File: src/rtl/core/extension_buffer_pool_defines.svh
// assertion macros for the extension buffer pool
// expects clk and rst_n in the scope of every use
`ifndef EXTENSION_BUFFER_POOL_DEFINES_SVH
`define EXTENSION_BUFFER_POOL_DEFINES_SVH

// property checked at every edge outside reset
`define EBP_ASSERT(label, prop, msg) \
  label: assert property (@(posedge clk) disable iff (!rst_n) (prop)) \
    else $error(msg);

// condition followed by a consequence in the next cycle
`define EBP_ASSERT_NEXT(label, ante, cons, msg) \
  label: assert property (@(posedge clk) disable iff (!rst_n) (ante) |=> (cons)) \
    else $error(msg);

`endif

File: src/rtl/core/ebp_pkg.sv
// shared types, constants and helpers of the extension buffer pool
// used by every module of the block but ebp_ram, no dependencies
package ebp_pkg;

  localparam int NUM_BUFS  = 8;
  localparam int BUF_DEPTH = 4;

  localparam int BUF_IDX_W = (NUM_BUFS > 1) ? $clog2(NUM_BUFS) : 1;
  localparam int HEAD_W    = (BUF_DEPTH > 1) ? $clog2(BUF_DEPTH) : 1;
  localparam int CNT_W     = $clog2(BUF_DEPTH + 1);
  localparam int LEN_W     = $clog2(BUF_DEPTH + 2);
  localparam int SLOTS     = NUM_BUFS * BUF_DEPTH;
  localparam int ADDR_W    = (SLOTS > 1) ? $clog2(SLOTS) : 1;

  localparam int PID_W     = 16;
  localparam int PAY_W     = 32;
  localparam int OWNER_W   = 9;
  localparam int SLOT_W    = PID_W + PAY_W;

  localparam logic [OWNER_W-1:0] OWNER_NONE = '1;

  localparam int IN_TDATA_W  = 80;
  localparam int OUT_TDATA_W = 64;

  typedef enum logic [3:0] {
    MODE_SET_STATUS = 4'd0,
    MODE_FIND_FREE  = 4'd1,
    MODE_FIND_OWNER = 4'd2,
    MODE_RELEASE    = 4'd3,
    MODE_PUSH       = 4'd4,
    MODE_POP        = 4'd5,
    MODE_POP_KEEP   = 4'd6,
    MODE_POP_PUSH   = 4'd7,
    MODE_QUERY      = 4'd8,
    MODE_ADJUST     = 4'd9
  } ebp_mode_t;

  typedef enum logic [1:0] {
    ERR_OK    = 2'd0,
    ERR_FULL  = 2'd1,
    ERR_EMPTY = 2'd2
  } ebp_err_t;

  // packed from the top bit down, first field lands in the highest bits
  typedef struct packed {
    logic [2:0]         prior_length;
    logic [PID_W-1:0]   compare_packet_id;
    logic [PAY_W-1:0]   flit_payload;
    logic [PID_W-1:0]   flit_packet_id;
    logic [OWNER_W-1:0] owner_id;
    logic               occupied_flag;
    logic [2:0]         buf_index;
  } ebp_in_t;

  typedef struct packed {
    logic [2:0]       pad;
    logic [1:0]       error_code;
    logic [2:0]       forward_length;
    logic [2:0]       free_space;
    logic [PAY_W-1:0] popped_payload;
    logic [PID_W-1:0] popped_packet_id;
    logic             popped_valid;
    logic [2:0]       found_index;
    logic             found;
  } ebp_out_t;

  typedef struct packed {
    logic [PID_W-1:0] pid;
    logic [PAY_W-1:0] payload;
  } ebp_slot_t;

  typedef struct packed {
    logic [PID_W-1:0] a;
    logic [PID_W-1:0] b;
  } ebp_cmp_req_t;

  // position of the k-th flit behind the head in a circular buffer
  function automatic logic [HEAD_W-1:0] slot_pos(input logic [HEAD_W-1:0] head,
                                                 input logic [CNT_W-1:0] k);
    logic [CNT_W:0] s;
    s = (CNT_W+1)'(head) + (CNT_W+1)'(k);
    if (s >= (CNT_W+1)'(BUF_DEPTH)) begin
      s = s - (CNT_W+1)'(BUF_DEPTH);
    end
    return HEAD_W'(s);
  endfunction

  function automatic logic [LEN_W-1:0] sat7(input logic [LEN_W-1:0] v);
    logic [LEN_W+2:0] w;
    w = (LEN_W+3)'(v);
    return (w > (LEN_W+3)'(7)) ? 3'd7 : w[2:0];
  endfunction

endpackage

File: src/rtl/core/ebp_ram.sv
// generic single write port ram with registered read
// no dependencies
module ebp_ram #(
  parameter int WIDTH = 8,
  parameter int DEPTH = 16
) (
  input  logic                     clk,
  input  logic                     we,
  input  logic [$clog2(DEPTH)-1:0] waddr,
  input  logic [WIDTH-1:0]         wdata,
  input  logic [$clog2(DEPTH)-1:0] raddr,
  output logic [WIDTH-1:0]         rdata
);

  logic [WIDTH-1:0] mem [DEPTH];

  always_ff @(posedge clk) begin
    if (we) begin
      mem[waddr] <= wdata;
    end
    rdata <= mem[raddr];
  end

endmodule

File: src/rtl/core/ebp_cmp.sv
// shared equality comparator used by the buffer scans
// depends on ebp_pkg
module ebp_cmp (
  input  ebp_pkg::ebp_cmp_req_t req,
  output logic                  eq
);

  assign eq = (req.a == req.b);

endmodule

File: src/rtl/core/extension_buffer_pool.sv
// top level of the extension buffer pool: sequencer, per-buffer state, result register
// depends on ebp_pkg, ebp_ram, ebp_cmp and extension_buffer_pool_defines.svh
//
// Usage:
//   in_* carries one operation per transaction, out_* returns exactly one result
//   per operation, in order. Operations are taken one at a time: in_tready is
//   high only while the sequencer waits for work.
//   Set status, release, push, adjust without head compare, a bad index or mode
//   finish at dispatch. Find free / find owner scan buffers from 0 and stop at
//   the first match (1 to NUM_BUFS scanned). Pops read the head slot; adjust with
//   head compare reads the head, then compares; query reads the head, compares
//   each further flit of the run and checks the head when the run fills the buffer.
//   The next operation can be accepted in the cycle after the result is registered.
//   The length of an operation is set by the scan over buffers or slots through the
//   single comparator and the one read port of the slot ram.
//   A result waits in the output register while out_tready is low; the
//   sequencer holds in its final step until the register is free.
//   Reset (rst_n low, synchronous) empties all buffers, clears busy marks and
//   sets every owner to none. Slot storage is not cleared and needs no pass.
module extension_buffer_pool (
  input  logic                            clk,
  input  logic                            rst_n,
  input  logic                            in_tvalid,
  output logic                            in_tready,
  // buf_index, occupied_flag, owner_id, flit_packet_id, flit_payload,
  // compare_packet_id, prior_length
  input  logic [ebp_pkg::IN_TDATA_W-1:0]  in_tdata,
  // mode
  input  logic [3:0]                      in_tuser,
  output logic                            out_tvalid,
  input  logic                            out_tready,
  // found, found_index, popped_valid, popped_packet_id, popped_payload,
  // free_space, forward_length, error_code, zero pad
  output logic [ebp_pkg::OUT_TDATA_W-1:0] out_tdata
);

`include "extension_buffer_pool_defines.svh"

  localparam int BW = ebp_pkg::BUF_IDX_W;
  localparam int HW = ebp_pkg::HEAD_W;
  localparam int CW = ebp_pkg::CNT_W;
  localparam int LW = ebp_pkg::LEN_W;
  localparam int AW = ebp_pkg::ADDR_W;

  typedef enum logic [2:0] {
    ST_IDLE,
    ST_DISPATCH,
    ST_FIND,
    ST_HEAD_RD,
    ST_HEAD_DAT,
    ST_RUN_RD,
    ST_RUN_CMP,
    ST_TAIL_CHK
  } state_t;

  state_t state_r, state_nxt;
  logic   done_r, done_nxt;

  logic [CW-1:0]              fill_r  [ebp_pkg::NUM_BUFS];
  logic [CW-1:0]              fill_nxt[ebp_pkg::NUM_BUFS];
  logic [HW-1:0]              head_r  [ebp_pkg::NUM_BUFS];
  logic [HW-1:0]              head_nxt[ebp_pkg::NUM_BUFS];
  logic                       busy_r  [ebp_pkg::NUM_BUFS];
  logic                       busy_nxt[ebp_pkg::NUM_BUFS];
  logic [ebp_pkg::OWNER_W-1:0] owner_r  [ebp_pkg::NUM_BUFS];
  logic [ebp_pkg::OWNER_W-1:0] owner_nxt[ebp_pkg::NUM_BUFS];

  logic [3:0]             mode_r, mode_nxt;
  ebp_pkg::ebp_in_t       op_r, op_nxt;
  logic                   range_ok_r, range_ok_nxt;
  logic [BW-1:0]          cur_r, cur_nxt;
  logic [CW-1:0]          k_r, k_nxt;
  logic [LW-1:0]          len_r, len_nxt;
  logic [ebp_pkg::PID_W-1:0] head_pid_r, head_pid_nxt;
  ebp_pkg::ebp_out_t      res_r, res_nxt;
  ebp_pkg::ebp_out_t      out_r, out_nxt;
  logic                   out_valid_r, out_valid_nxt;

  ebp_pkg::ebp_in_t       in_w;
  ebp_pkg::ebp_slot_t     rd_slot;
  ebp_pkg::ebp_slot_t     wr_slot;
  ebp_pkg::ebp_cmp_req_t  cmp_req;
  logic                   cmp_eq;
  logic                   ram_we;
  logic [AW-1:0]          ram_waddr, ram_raddr, base_addr;
  logic [CW-1:0]          fill_c;
  logic [HW-1:0]          head_c;
  logic [LW-1:0]          len_inc;

  assign in_w      = ebp_pkg::ebp_in_t'(in_tdata);
  assign in_tready = (state_r == ST_IDLE) && !done_r;
  assign out_tvalid = out_valid_r;
  assign out_tdata  = ebp_pkg::OUT_TDATA_W'(out_r);

  assign fill_c    = fill_r[cur_r];
  assign head_c    = head_r[cur_r];
  assign base_addr = AW'(int'(cur_r) * ebp_pkg::BUF_DEPTH);
  assign ram_raddr = base_addr + AW'(ebp_pkg::slot_pos(head_c, k_r));
  assign ram_waddr = base_addr + AW'(ebp_pkg::slot_pos(head_c, fill_c));
  assign wr_slot   = {op_r.flit_packet_id, op_r.flit_payload};
  assign len_inc   = len_r + LW'(1);

  ebp_ram #(
    .WIDTH (ebp_pkg::SLOT_W),
    .DEPTH (ebp_pkg::SLOTS)
  ) u_slots (
    .clk   (clk),
    .we    (ram_we),
    .waddr (ram_waddr),
    .wdata (wr_slot),
    .raddr (ram_raddr),
    .rdata (rd_slot)
  );

  ebp_cmp u_cmp (
    .req (cmp_req),
    .eq  (cmp_eq)
  );

  always_comb begin
    state_nxt     = state_r;
    done_nxt      = 1'b0;
    fill_nxt      = fill_r;
    head_nxt      = head_r;
    busy_nxt      = busy_r;
    owner_nxt     = owner_r;
    mode_nxt      = mode_r;
    op_nxt        = op_r;
    range_ok_nxt  = range_ok_r;
    cur_nxt       = cur_r;
    k_nxt         = k_r;
    len_nxt       = len_r;
    head_pid_nxt  = head_pid_r;
    res_nxt       = res_r;
    out_nxt       = out_r;
    out_valid_nxt = out_valid_r;
    ram_we        = 1'b0;
    cmp_req.a     = op_r.compare_packet_id;
    cmp_req.b     = head_pid_r;

    if (out_valid_r && out_tready) begin
      out_valid_nxt = 1'b0;
    end

    unique case (state_r)
      ST_IDLE: begin
        if (in_tvalid && in_tready) begin
          op_nxt   = in_w;
          mode_nxt = in_tuser;
          if (in_tuser == ebp_pkg::MODE_FIND_FREE || in_tuser == ebp_pkg::MODE_FIND_OWNER) begin
            cur_nxt      = '0;
            range_ok_nxt = 1'b1;
          end else begin
            cur_nxt      = BW'(in_w.buf_index);
            range_ok_nxt = (int'(in_w.buf_index) < ebp_pkg::NUM_BUFS);
          end
          state_nxt = ST_DISPATCH;
        end
      end

      ST_DISPATCH: begin
        res_nxt   = '0;
        k_nxt     = '0;
        state_nxt = ST_IDLE;
        done_nxt  = 1'b1;
        if (range_ok_r) begin
          res_nxt.free_space = 3'(ebp_pkg::sat7(LW'(CW'(ebp_pkg::BUF_DEPTH) - fill_c)));
        end
        unique case (mode_r) inside
          ebp_pkg::MODE_FIND_FREE, ebp_pkg::MODE_FIND_OWNER: begin
            res_nxt.free_space = '0;
            state_nxt = ST_FIND;
            done_nxt  = 1'b0;
          end
          ebp_pkg::MODE_SET_STATUS: begin
            if (range_ok_r) begin
              busy_nxt[cur_r]  = op_r.occupied_flag;
              owner_nxt[cur_r] = op_r.owner_id;
            end
          end
          ebp_pkg::MODE_RELEASE: begin
            if (range_ok_r) begin
              busy_nxt[cur_r]  = 1'b0;
              owner_nxt[cur_r] = ebp_pkg::OWNER_NONE;
              fill_nxt[cur_r]  = '0;
              res_nxt.free_space = 3'(ebp_pkg::sat7(LW'(ebp_pkg::BUF_DEPTH)));
            end
          end
          ebp_pkg::MODE_PUSH: begin
            if (range_ok_r) begin
              if (fill_c == CW'(ebp_pkg::BUF_DEPTH)) begin
                res_nxt.error_code = ebp_pkg::ERR_FULL;
              end else begin
                ram_we          = 1'b1;
                fill_nxt[cur_r] = fill_c + CW'(1);
                res_nxt.free_space =
                  3'(ebp_pkg::sat7(LW'(CW'(ebp_pkg::BUF_DEPTH) - fill_c - CW'(1))));
              end
            end
          end
          ebp_pkg::MODE_POP, ebp_pkg::MODE_POP_KEEP, ebp_pkg::MODE_POP_PUSH,
          ebp_pkg::MODE_QUERY: begin
            if (range_ok_r) begin
              if (fill_c == '0) begin
                res_nxt.error_code = ebp_pkg::ERR_EMPTY;
              end else begin
                state_nxt = ST_HEAD_RD;
                done_nxt  = 1'b0;
              end
            end
          end
          ebp_pkg::MODE_ADJUST: begin
            if (range_ok_r) begin
              if (int'(op_r.prior_length) == ebp_pkg::BUF_DEPTH && fill_c != '0) begin
                len_nxt   = LW'(op_r.prior_length);
                state_nxt = ST_HEAD_RD;
                done_nxt  = 1'b0;
              end else begin
                res_nxt.forward_length = op_r.prior_length;
              end
            end
          end
          default: begin
            res_nxt = '0;
          end
        endcase
      end

      ST_FIND: begin
        if (mode_r == ebp_pkg::MODE_FIND_FREE) begin
          cmp_req.a = ebp_pkg::PID_W'(busy_r[cur_r]);
          cmp_req.b = '0;
        end else begin
          cmp_req.a = ebp_pkg::PID_W'(owner_r[cur_r]);
          cmp_req.b = ebp_pkg::PID_W'(op_r.owner_id);
        end
        if (cmp_eq) begin
          res_nxt.found       = 1'b1;
          res_nxt.found_index = 3'(cur_r);
          state_nxt = ST_IDLE;
          done_nxt  = 1'b1;
        end else if (cur_r == BW'(ebp_pkg::NUM_BUFS - 1)) begin
          state_nxt = ST_IDLE;
          done_nxt  = 1'b1;
        end else begin
          cur_nxt = cur_r + BW'(1);
        end
      end

      ST_HEAD_RD: begin
        state_nxt = ST_HEAD_DAT;
      end

      ST_HEAD_DAT: begin
        head_pid_nxt = rd_slot.pid;
        state_nxt    = ST_IDLE;
        done_nxt     = 1'b1;
        unique case (mode_r) inside
          ebp_pkg::MODE_POP, ebp_pkg::MODE_POP_KEEP, ebp_pkg::MODE_POP_PUSH: begin
            res_nxt.popped_valid     = 1'b1;
            res_nxt.popped_packet_id = rd_slot.pid;
            res_nxt.popped_payload   = rd_slot.payload;
            head_nxt[cur_r] = ebp_pkg::slot_pos(head_c, CW'(1));
            if (mode_r == ebp_pkg::MODE_POP_PUSH) begin
              ram_we = 1'b1;
            end else begin
              fill_nxt[cur_r] = fill_c - CW'(1);
              res_nxt.free_space =
                3'(ebp_pkg::sat7(LW'(CW'(ebp_pkg::BUF_DEPTH) - fill_c + CW'(1))));
              if (mode_r == ebp_pkg::MODE_POP && fill_c == CW'(1)) begin
                busy_nxt[cur_r]  = 1'b0;
                owner_nxt[cur_r] = ebp_pkg::OWNER_NONE;
              end
            end
          end
          ebp_pkg::MODE_QUERY: begin
            len_nxt = LW'(1);
            k_nxt   = CW'(1);
            if (fill_c > CW'(1)) begin
              state_nxt = ST_RUN_RD;
              done_nxt  = 1'b0;
            end else if (ebp_pkg::BUF_DEPTH == 1) begin
              state_nxt = ST_TAIL_CHK;
              done_nxt  = 1'b0;
            end else begin
              res_nxt.forward_length = 3'(ebp_pkg::sat7(LW'(1)));
            end
          end
          default: begin
            state_nxt = ST_TAIL_CHK;
            done_nxt  = 1'b0;
          end
        endcase
      end

      ST_RUN_RD: begin
        state_nxt = ST_RUN_CMP;
      end

      ST_RUN_CMP: begin
        cmp_req.a = rd_slot.pid;
        cmp_req.b = head_pid_r;
        if (cmp_eq && (k_r + CW'(1)) != fill_c) begin
          len_nxt   = len_inc;
          k_nxt     = k_r + CW'(1);
          state_nxt = ST_RUN_RD;
        end else begin
          if (cmp_eq) begin
            len_nxt = len_inc;
          end
          if ((cmp_eq ? len_inc : len_r) == LW'(ebp_pkg::BUF_DEPTH)) begin
            state_nxt = ST_TAIL_CHK;
          end else begin
            res_nxt.forward_length = 3'(ebp_pkg::sat7(cmp_eq ? len_inc : len_r));
            state_nxt = ST_IDLE;
            done_nxt  = 1'b1;
          end
        end
      end

      ST_TAIL_CHK: begin
        cmp_req.a = op_r.compare_packet_id;
        cmp_req.b = head_pid_r;
        res_nxt.forward_length = 3'(ebp_pkg::sat7(cmp_eq ? len_inc : len_r));
        state_nxt = ST_IDLE;
        done_nxt  = 1'b1;
      end

      default: begin
        state_nxt = ST_IDLE;
      end
    endcase

    // hold the sequencer until the output register can take the result
    if (done_r) begin
      if (!out_valid_r || out_tready) begin
        out_nxt       = res_r;
        out_valid_nxt = 1'b1;
      end else begin
        state_nxt = state_r;
        done_nxt  = 1'b1;
      end
    end
  end

  always_ff @(posedge clk) begin
    if (!rst_n) begin
      state_r     <= ST_IDLE;
      done_r      <= 1'b0;
      out_valid_r <= 1'b0;
      range_ok_r  <= 1'b0;
      cur_r       <= '0;
      for (int i = 0; i < ebp_pkg::NUM_BUFS; i++) begin
        fill_r[i]  <= '0;
        head_r[i]  <= '0;
        busy_r[i]  <= 1'b0;
        owner_r[i] <= ebp_pkg::OWNER_NONE;
      end
    end else begin
      state_r     <= state_nxt;
      done_r      <= done_nxt;
      out_valid_r <= out_valid_nxt;
      range_ok_r  <= range_ok_nxt;
      cur_r       <= cur_nxt;
      fill_r      <= fill_nxt;
      head_r      <= head_nxt;
      busy_r      <= busy_nxt;
      owner_r     <= owner_nxt;
    end
    mode_r     <= mode_nxt;
    op_r       <= op_nxt;
    k_r        <= k_nxt;
    len_r      <= len_nxt;
    head_pid_r <= head_pid_nxt;
    res_r      <= res_nxt;
    out_r      <= out_nxt;
  end

  // the result waits while done is held, so no new transaction may start then
  `EBP_ASSERT_NEXT(a_busy_after_accept, in_tvalid && in_tready, !in_tready,
                   "input accepted again before the operation finished")
  `EBP_ASSERT(a_write_only_on_push,
              !ram_we || (state_r == ST_DISPATCH && mode_r == ebp_pkg::MODE_PUSH) ||
              (state_r == ST_HEAD_DAT && mode_r == ebp_pkg::MODE_POP_PUSH),
              "slot write outside a push step")
  `EBP_ASSERT(a_fill_bound, !range_ok_r || fill_r[cur_r] <= CW'(ebp_pkg::BUF_DEPTH),
              "buffer fill above depth")
  `EBP_ASSERT(a_error_no_pop, !out_valid_r || out_r.error_code == ebp_pkg::ERR_OK ||
              !out_r.popped_valid, "popped flit reported with an error")

endmodule

File: config.mk
export PLATFORM = sky130hd
export DESIGN_NAME = extension_buffer_pool
export DESIGN_NICKNAME = d
export VERILOG_FILES = /design/src/rtl/core/ebp_pkg.sv /design/src/rtl/core/ebp_ram.sv /design/src/rtl/core/ebp_cmp.sv /design/src/rtl/core/extension_buffer_pool.sv
export VERILOG_INCLUDE_DIRS = /design/src /design/src/rtl/core
export SDC_FILE = /design/constraint.sdc
export NUM_CORES = 2
export LEC_CHECK = 0
export ABC_CLOCK_PERIOD_IN_PS = 5100
export BUFFER_PORTS_ARGS = -buffer_cell sky130_fd_sc_hd__buf_2
export CORE_UTILIZATION = 50
export DETAILED_ROUTE_END_ITERATION = 10
export PLACE_DENSITY_LB_ADDON = 0.12
export SLEW_MARGIN = 10
export SYNTH_ARGS = -nofsm -noshare
export SYNTH_HDL_FRONTEND = slang
export SYNTH_HIERARCHICAL = 1
export SYNTH_SLANG_ARGS = --single-unit
File: constraint.sdc
create_clock -name clk -period 5.1 [get_ports clk]
set_input_delay 0.51 -clock clk [delete_from_list [all_inputs] [get_ports clk]]
set_output_delay 0.51 -clock clk [all_outputs]
set_load 0.1 [all_outputs]
== Word-level counts from Yosys, hierarchy flattened ==
Memories as Yosys holds them, arrays and structs flattened. A register that Yosys moved wholly into a read port is not among the register bits.
Index checks and enable logic that the tools add are counted.
Word-level totals
  output and inout port bits: 66
  input bits: 88
  bits in read-only memories: 0
  bits in registers: 354
  word-level logic and storage cells: 305
  bits in latches: 0
  bits in writable memories: 1536
  memories kept: 1
Memory list
  u_slots.mem: depth 32, bits a word 48, read ports 1, clocked after Yosys merged registers in 1, wr ports 1, RTL line ebp_ram.sv:15  | logic [WIDTH-1:0] mem [DEPTH];
Cells by class
  div/mod/pow operators: 0
  equality and inequality tests: 47
  $lt $le $gt $ge: 6
  multiply operators: 0
  $add $sub $neg: 16
  mux-type cells: 130
  reduce and logical (&&, ||, !) cells: 36
  shifts and indexed selects: 0
  bitwise gates (word level): 6
Operator list (count)
  72-bit two-way mux: 5
  72-bit one-hot mux with 2 select lines: 2
  24-bit two-way mux: 5
  52-bit one-hot mux with 2 select lines: 1
  3-bit two-way mux: 34
  24-bit one-hot mux with 2 select lines: 2
  72-bit bitwise mux: 1
  72-bit bitwise OR: 1
  32-bit one-hot mux with 2 select lines: 1
  52-bit two-way mux: 1
  24-bit bitwise mux: 2
  8-bit two-way mux: 5
  3-bit one-hot mux with 3 select lines: 4
  8-bit one-hot mux with 2 select lines: 2
  2-bit two-way mux: 14
  9-bit binary-select mux with 3-bit select: 1
  9-bit demux with 3-bit select: 1
  9-bit two-way mux: 3
  1-bit two-way mux: 26
  2-bit != test (second input constant): 13
  25-bit two-way mux: 1
  24-bit bitwise AND: 1
  3-bit equality test (second input constant): 8
  24-bit inverter: 1
  other kinds (59): 106

== Longest topological paths before layout ==
  depth after elaboration: 14
  depth in mapped cells: 20
  depth with buffers taken out: 15

== Hierarchy ==
Netlist, hierarchy kept.
By module, submodules not included
  ebp_ram: area an instance 60724.5 um^2, times used 1, cells each 3364
  extension_buffer_pool: area an instance 14321.2 um^2, times used 1, cells each 1136
  ebp_cmp: area an instance 177.7 um^2, times used 1, cells each 21

== Least setup slack after synthesis ==
No wires, ideal clock.
  kind: register -> register
  start point: register cur_r[2]
  end point: memory u_slots/mem[12][0] in the netlist's numbering (enable)
  data arrival time: 5.168 ns
  path slack: -0.522 ns
  required time: 4.646 ns
  cell stages (with the launch flop): 12
  cell sequence: dfxtp_1 buf_2 buf_2 mux4_2 mux2i_1 ha_1 ha_1 or4_1 a21oi_1 or3b_2 clkbuf_1 nor2_1
On the way
  longest elaborated chain between the ends: 11
RTL lines
  from (decl): RTL line extension_buffer_pool.sv:71  | logic [BW-1:0] cur_r, cur_nxt;
  from (signal assigned): RTL line extension_buffer_pool.sv:364  | cur_r <= cur_nxt;
  3-bit inverter with 4-bit output (implied by the code): RTL line extension_buffer_pool.sv:95  | assign fill_c = fill_r[cur_r];
  3-bit binary-select mux with 3-bit select: RTL line extension_buffer_pool.sv:95
  3-bit two-way mux (implied by the code) (2 in series): RTL line extension_buffer_pool.sv:95
  3-bit equality test: RTL line extension_buffer_pool.sv:191  | if (fill_c == CW'(ebp_pkg::BUF_DEPTH)) begin
  1-bit two-way mux: RTL line extension_buffer_pool.sv:191
  1-bit two-way mux: RTL line extension_buffer_pool.sv:190  | if (range_ok_r) begin
  1-bit two-way mux: RTL line extension_buffer_pool.sv:169  | unique case (mode_r) inside
  1-bit one-hot mux with 2 select lines: RTL line extension_buffer_pool.sv:145  | unique case (state_r)
  net ram_we: RTL line extension_buffer_pool.sv:84  | logic ram_we;
  1-bit two-way mux: RTL line ebp_ram.sv:18  | if (we) begin
  1-bit two-way mux (implied by the code): RTL line ebp_ram.sv:19  | mem[waddr] <= wdata;
  to (decl): RTL line ebp_ram.sv:15
The timed path passes the listed nets, and every way through them passes these cells. The select of a mux whose other input is x is not followed.

== Worst setup path after layout ==
  start point: register cur_r[1]
  end point: memory u_slots/mem[0][29] in the netlist's numbering (enable)
Same word-level chain as after synthesis.

==> reports/metrics.csv <==
stage,metric,value,unit
floorplanning,chip height,389.9,um
route,DRT iter0 DRCs,3502,
sta,period utilisation layout,88.54,%
setup_path,max incr delay on CP,0.74,ns
cells_and_area,Fillers,11330,
power,PD cells,424.4,nW/um^2
cells_and_area,Area Growth Syn to Fin,15.17,%
power,Peak VDD IR,0.3491,mV
sta,Final Critical Period,4.516,ns
global_route,pin count of the biggest net entering global routing,75,
yosys,adder-cell area share of the yosys netlist,0.1830,%
global_route,total congestion overflow,0,
place,DP Wirelength,102.8,mm
yosys,"FFs w/ async S/R, synth",0,%
yosys,synth cell count leaders,"edfxtp_1, mux2i_1, nand2_1, a21oi_1, dfxtp_1",
route,WL final,188.7,mm
setup_path,Worst path most repeated cell,ha_1,
sta,Worst Hold Slack,0.1091,ns
power,Leak,0.03031,uW
setup_path,WP data arrival,4.95,ns
yosys,Syn Area/Cell,16.64,sq um
clock_network,clock latency on the worst-skew pair,0.83,ns
clock_network,# resized after CTS,0,
global_route,first-pass GRT wire length,273.5,mm
setup_path,crit start category,flop,
clock_network,htree depth,4,
setup_path,Critical Path Fanout Max,21,
yosys,"count leader, synth",edfxtp_1,
yosys,Synth top area share,70.30,%
floorplanning,Core Region,148500,sq um
global_route,initial antenna violation count,3,
sta,Worst slew margin,25.18,%
floorplanning,IO Count,154,
sta,Fin. Hold Viols,0,
yosys,Synth cell types,68,
route,DR vias/cell,5.854,
hold_path,Worst Hold Depth,3,
route,via count,41220,
clock_network,postcts setup bufs,0,
yosys,Syn Inst Count,4521,
floorplanning,# rows,141,
route,drt drc,0,
setup_path,R2R depth,9,
yosys,sequential fraction of the synthesis area,75.01,%
setup_path,CP Depth,9,
hold_path,min-delay worst type,in2reg,
clock_network,# clock sinks,1938,
cells_and_area,ANT cells,0,
floorplanning,Die W,389.9,um
setup_path,Worst setup EP type,flop,
setup_path,Crit Path Category,reg2reg,
global_route,vias in the first global route,39820,
clock_network,clock tree from TritonCTS,built,
floorplanning,starting density of the core,50.64,%
yosys,number of synthesized flops with an enable pin,1761,
global_route,Total GRT Usage,24.78,%
place,RePlAce Congestion,0.8815,
run_status,status,"finished, final reports clean",
cells_and_area,share of layout cells above drive strength 1,14.01,%
sta,final setup violating endpoints,0,
setup_path,"delay-heaviest family, CP",simple AND/OR/NAND/NOR gates,
route,DRT Pass-1 Iters,7,
sta,RSZ-0062 raised after global routing,no,
yosys,compound-gate portion of the synthesized area,6.151,%
floorplanning,die area,152000,sq um
sta,Max Fclk,221.4,MHz
yosys,Yosys top cell by area,edfxtp_1,
yosys,simple-gate share of the synthesized area,4.829,%
setup_path,CP Cell Sequence,inv_1 > mux2i_1 > ha_1 > ha_1 > or4_1 > a21oi_1 > or3b_2 > nor2_4 > buf_4,
yosys,Synth warnings,6,
sta,worst slew pin tran,1.122,ns
sta,"Slew Viols, Final",0,
clock_network,Clk Tree Root Cell,clkbuf_16,
cells_and_area,Nets,4966,
clock_network,Clock Path Buffers,3,
yosys,"Primary FF master, synth",edfxtp_1,
place,port buffer count,150,
sta,Final Skew,0.04412,ns
yosys,"top cells by area, synth","edfxtp_1, mux2i_1, dfxtp_1",
route,Avg WL per Cell,26.80,um
setup_path,CP bufs+invs,2,
setup_path,"Req. time, crit path",5.54,ns
run,Max-Cap Viols,0,
yosys,largest family of logic cells by synthesized area,multiplexers,
power,Final Power,36770,uW
yosys,Synth Area in XOR/XNOR,0.3377,%
clock_network,clock-pin slew on the worst setup and hold paths,0.06,ns
yosys,synthesized flop and latch total,1938,
yosys,synthesized area,75220,sq um
yosys,post-synthesis mux area share,11.31,%
cells_and_area,final design utilization,58.32,%
clock_network,CTS buffer count,196,
route,antenna-violating nets left,0,
setup_path,CP max stage cell,or3b_2,
-- final cells by class --
| type | instances | area (sq um) | share of cell area [%] |
|---|---|---|---|
| Inverter | 17 | 65.06 | 0.07510 |
| Clock buffer | 271 | 5419 | 6.255 |
| Clock inverter | 100 | 1111 | 1.282 |
| Multi-Input combinational cell | 2307 | 17500 | 20.19 |
| Sequential cell | 1938 | 56430 | 65.13 |
| Timing Repair Buffer | 407 | 3613 | 4.171 |
| Tap cell | 2002 | 2505 | 2.891 |
-- timing repair --
action,in CTS,in global routing
setup endpoints to repair,0,0
endpoints found under the hold margin,83,0
hold buffers,83,0
-- worst min-delay path, cell delays in order --
cell      delay, ns
buf_2          0.10
a221oi_1       0.07
a211oi_1       0.19
-- cell families (layout without fill, tap and decap cells) --
group / after synthesis / in the layout
flip-flops: 1938 / 1938
multiplexers: 835 / 835
AND/OR/NAND/NOR: 758 / 758
AO/OA/AOI/OAI: 671 / 671
buffers and inverters: 278 / 795
XOR/XNOR: 29 / 29
adder cells (fa/ha/maj): 11 / 11
other: 1 / 3
-- sequential cells by signal, summed over array words and instances (netlist names) --
register	count
head_pid_r	16
out_tdata	61
head_r	16
u_slots/rdata	48
done_r	1
res_r	61
len_r	3
k_r	3
u_slots/mem	1536
range_ok_r	1
out_tvalid	1
busy_r	8
owner_r	72
mode_r	4
op_r	77
state_r	3
fill_r	24
cur_r	3
-- placed cells by master, fill, tap and decap left out, drive strengths merged, types with 5 or more instances in the layout --
cell type / instances
clkbuf: 271
nand2: 267
or2: 5
a22o: 117
a211oi: 7
mux4: 11
nand2b: 10
mux2: 7
bufinv: 18
ha: 11
o211ai: 75
a22oi: 159
nand3: 163
a21oi: 180
edfxtp: 1761
a31oi: 54
nor2b: 16
nand3b: 5
dfxtp: 177
mux2i: 817
and2: 60
nor3: 72
clkinv: 73
dlygate4sd3: 83
or3b: 7
inv: 20
buf: 324
xnor2: 25
nand4: 11
clkinvlp: 6
o22ai: 10
nor2: 123
a221oi: 8
o21ai: 35
-- path summary, 6_finish.rpt --
| check | end | startpoint | slack, ns |
|---|---|---|---|
| setup / recovery | u_slots/mem[0][29] | cur_r[1] | 0.58 |
| hold / removal | cur_r[2] | in_tdata[2] | 0.11 |
| setup reg to reg | u_slots/mem[0][29] | cur_r[1] | 0.58 |
| hold reg to reg | out_tdata[28] | res_r[28] | 0.40 |
-- stage by stage --
stage / worst slack (ns) / instances / area [sq um] / setup TNS [ns]
global placement: 0.7701 / 6588 / 79270 / 0
detailed placement: 0.6333 / 6588 / 79270 / 0
floorplan: -0.5222 / 4523 / 75250 / -347.47
finish: 0.5843 / 7042 / 86640 / 0
global route: 0.4301 / 7042 / 86640 / 0
CTS: 0.6037 / 7042 / 86630 / 0
-- where the power goes --
group	internal, uW	switching, uW	leakage (uW)
Sequential	17800	532	0.0174
Clock	8370	6010	0.00319
Combinational	1530	2510	0.00975
-- metal layers --
metal	GRT usage, %	vias up	wire length [um]
met2	39.37	1364	88740
met1	35.80	21190	84450
met5	0	-	0
li1	-	18420	-
met3	3.484	256	10880
met4	7.094	0	4626
(Power assumes the default switching activity.)
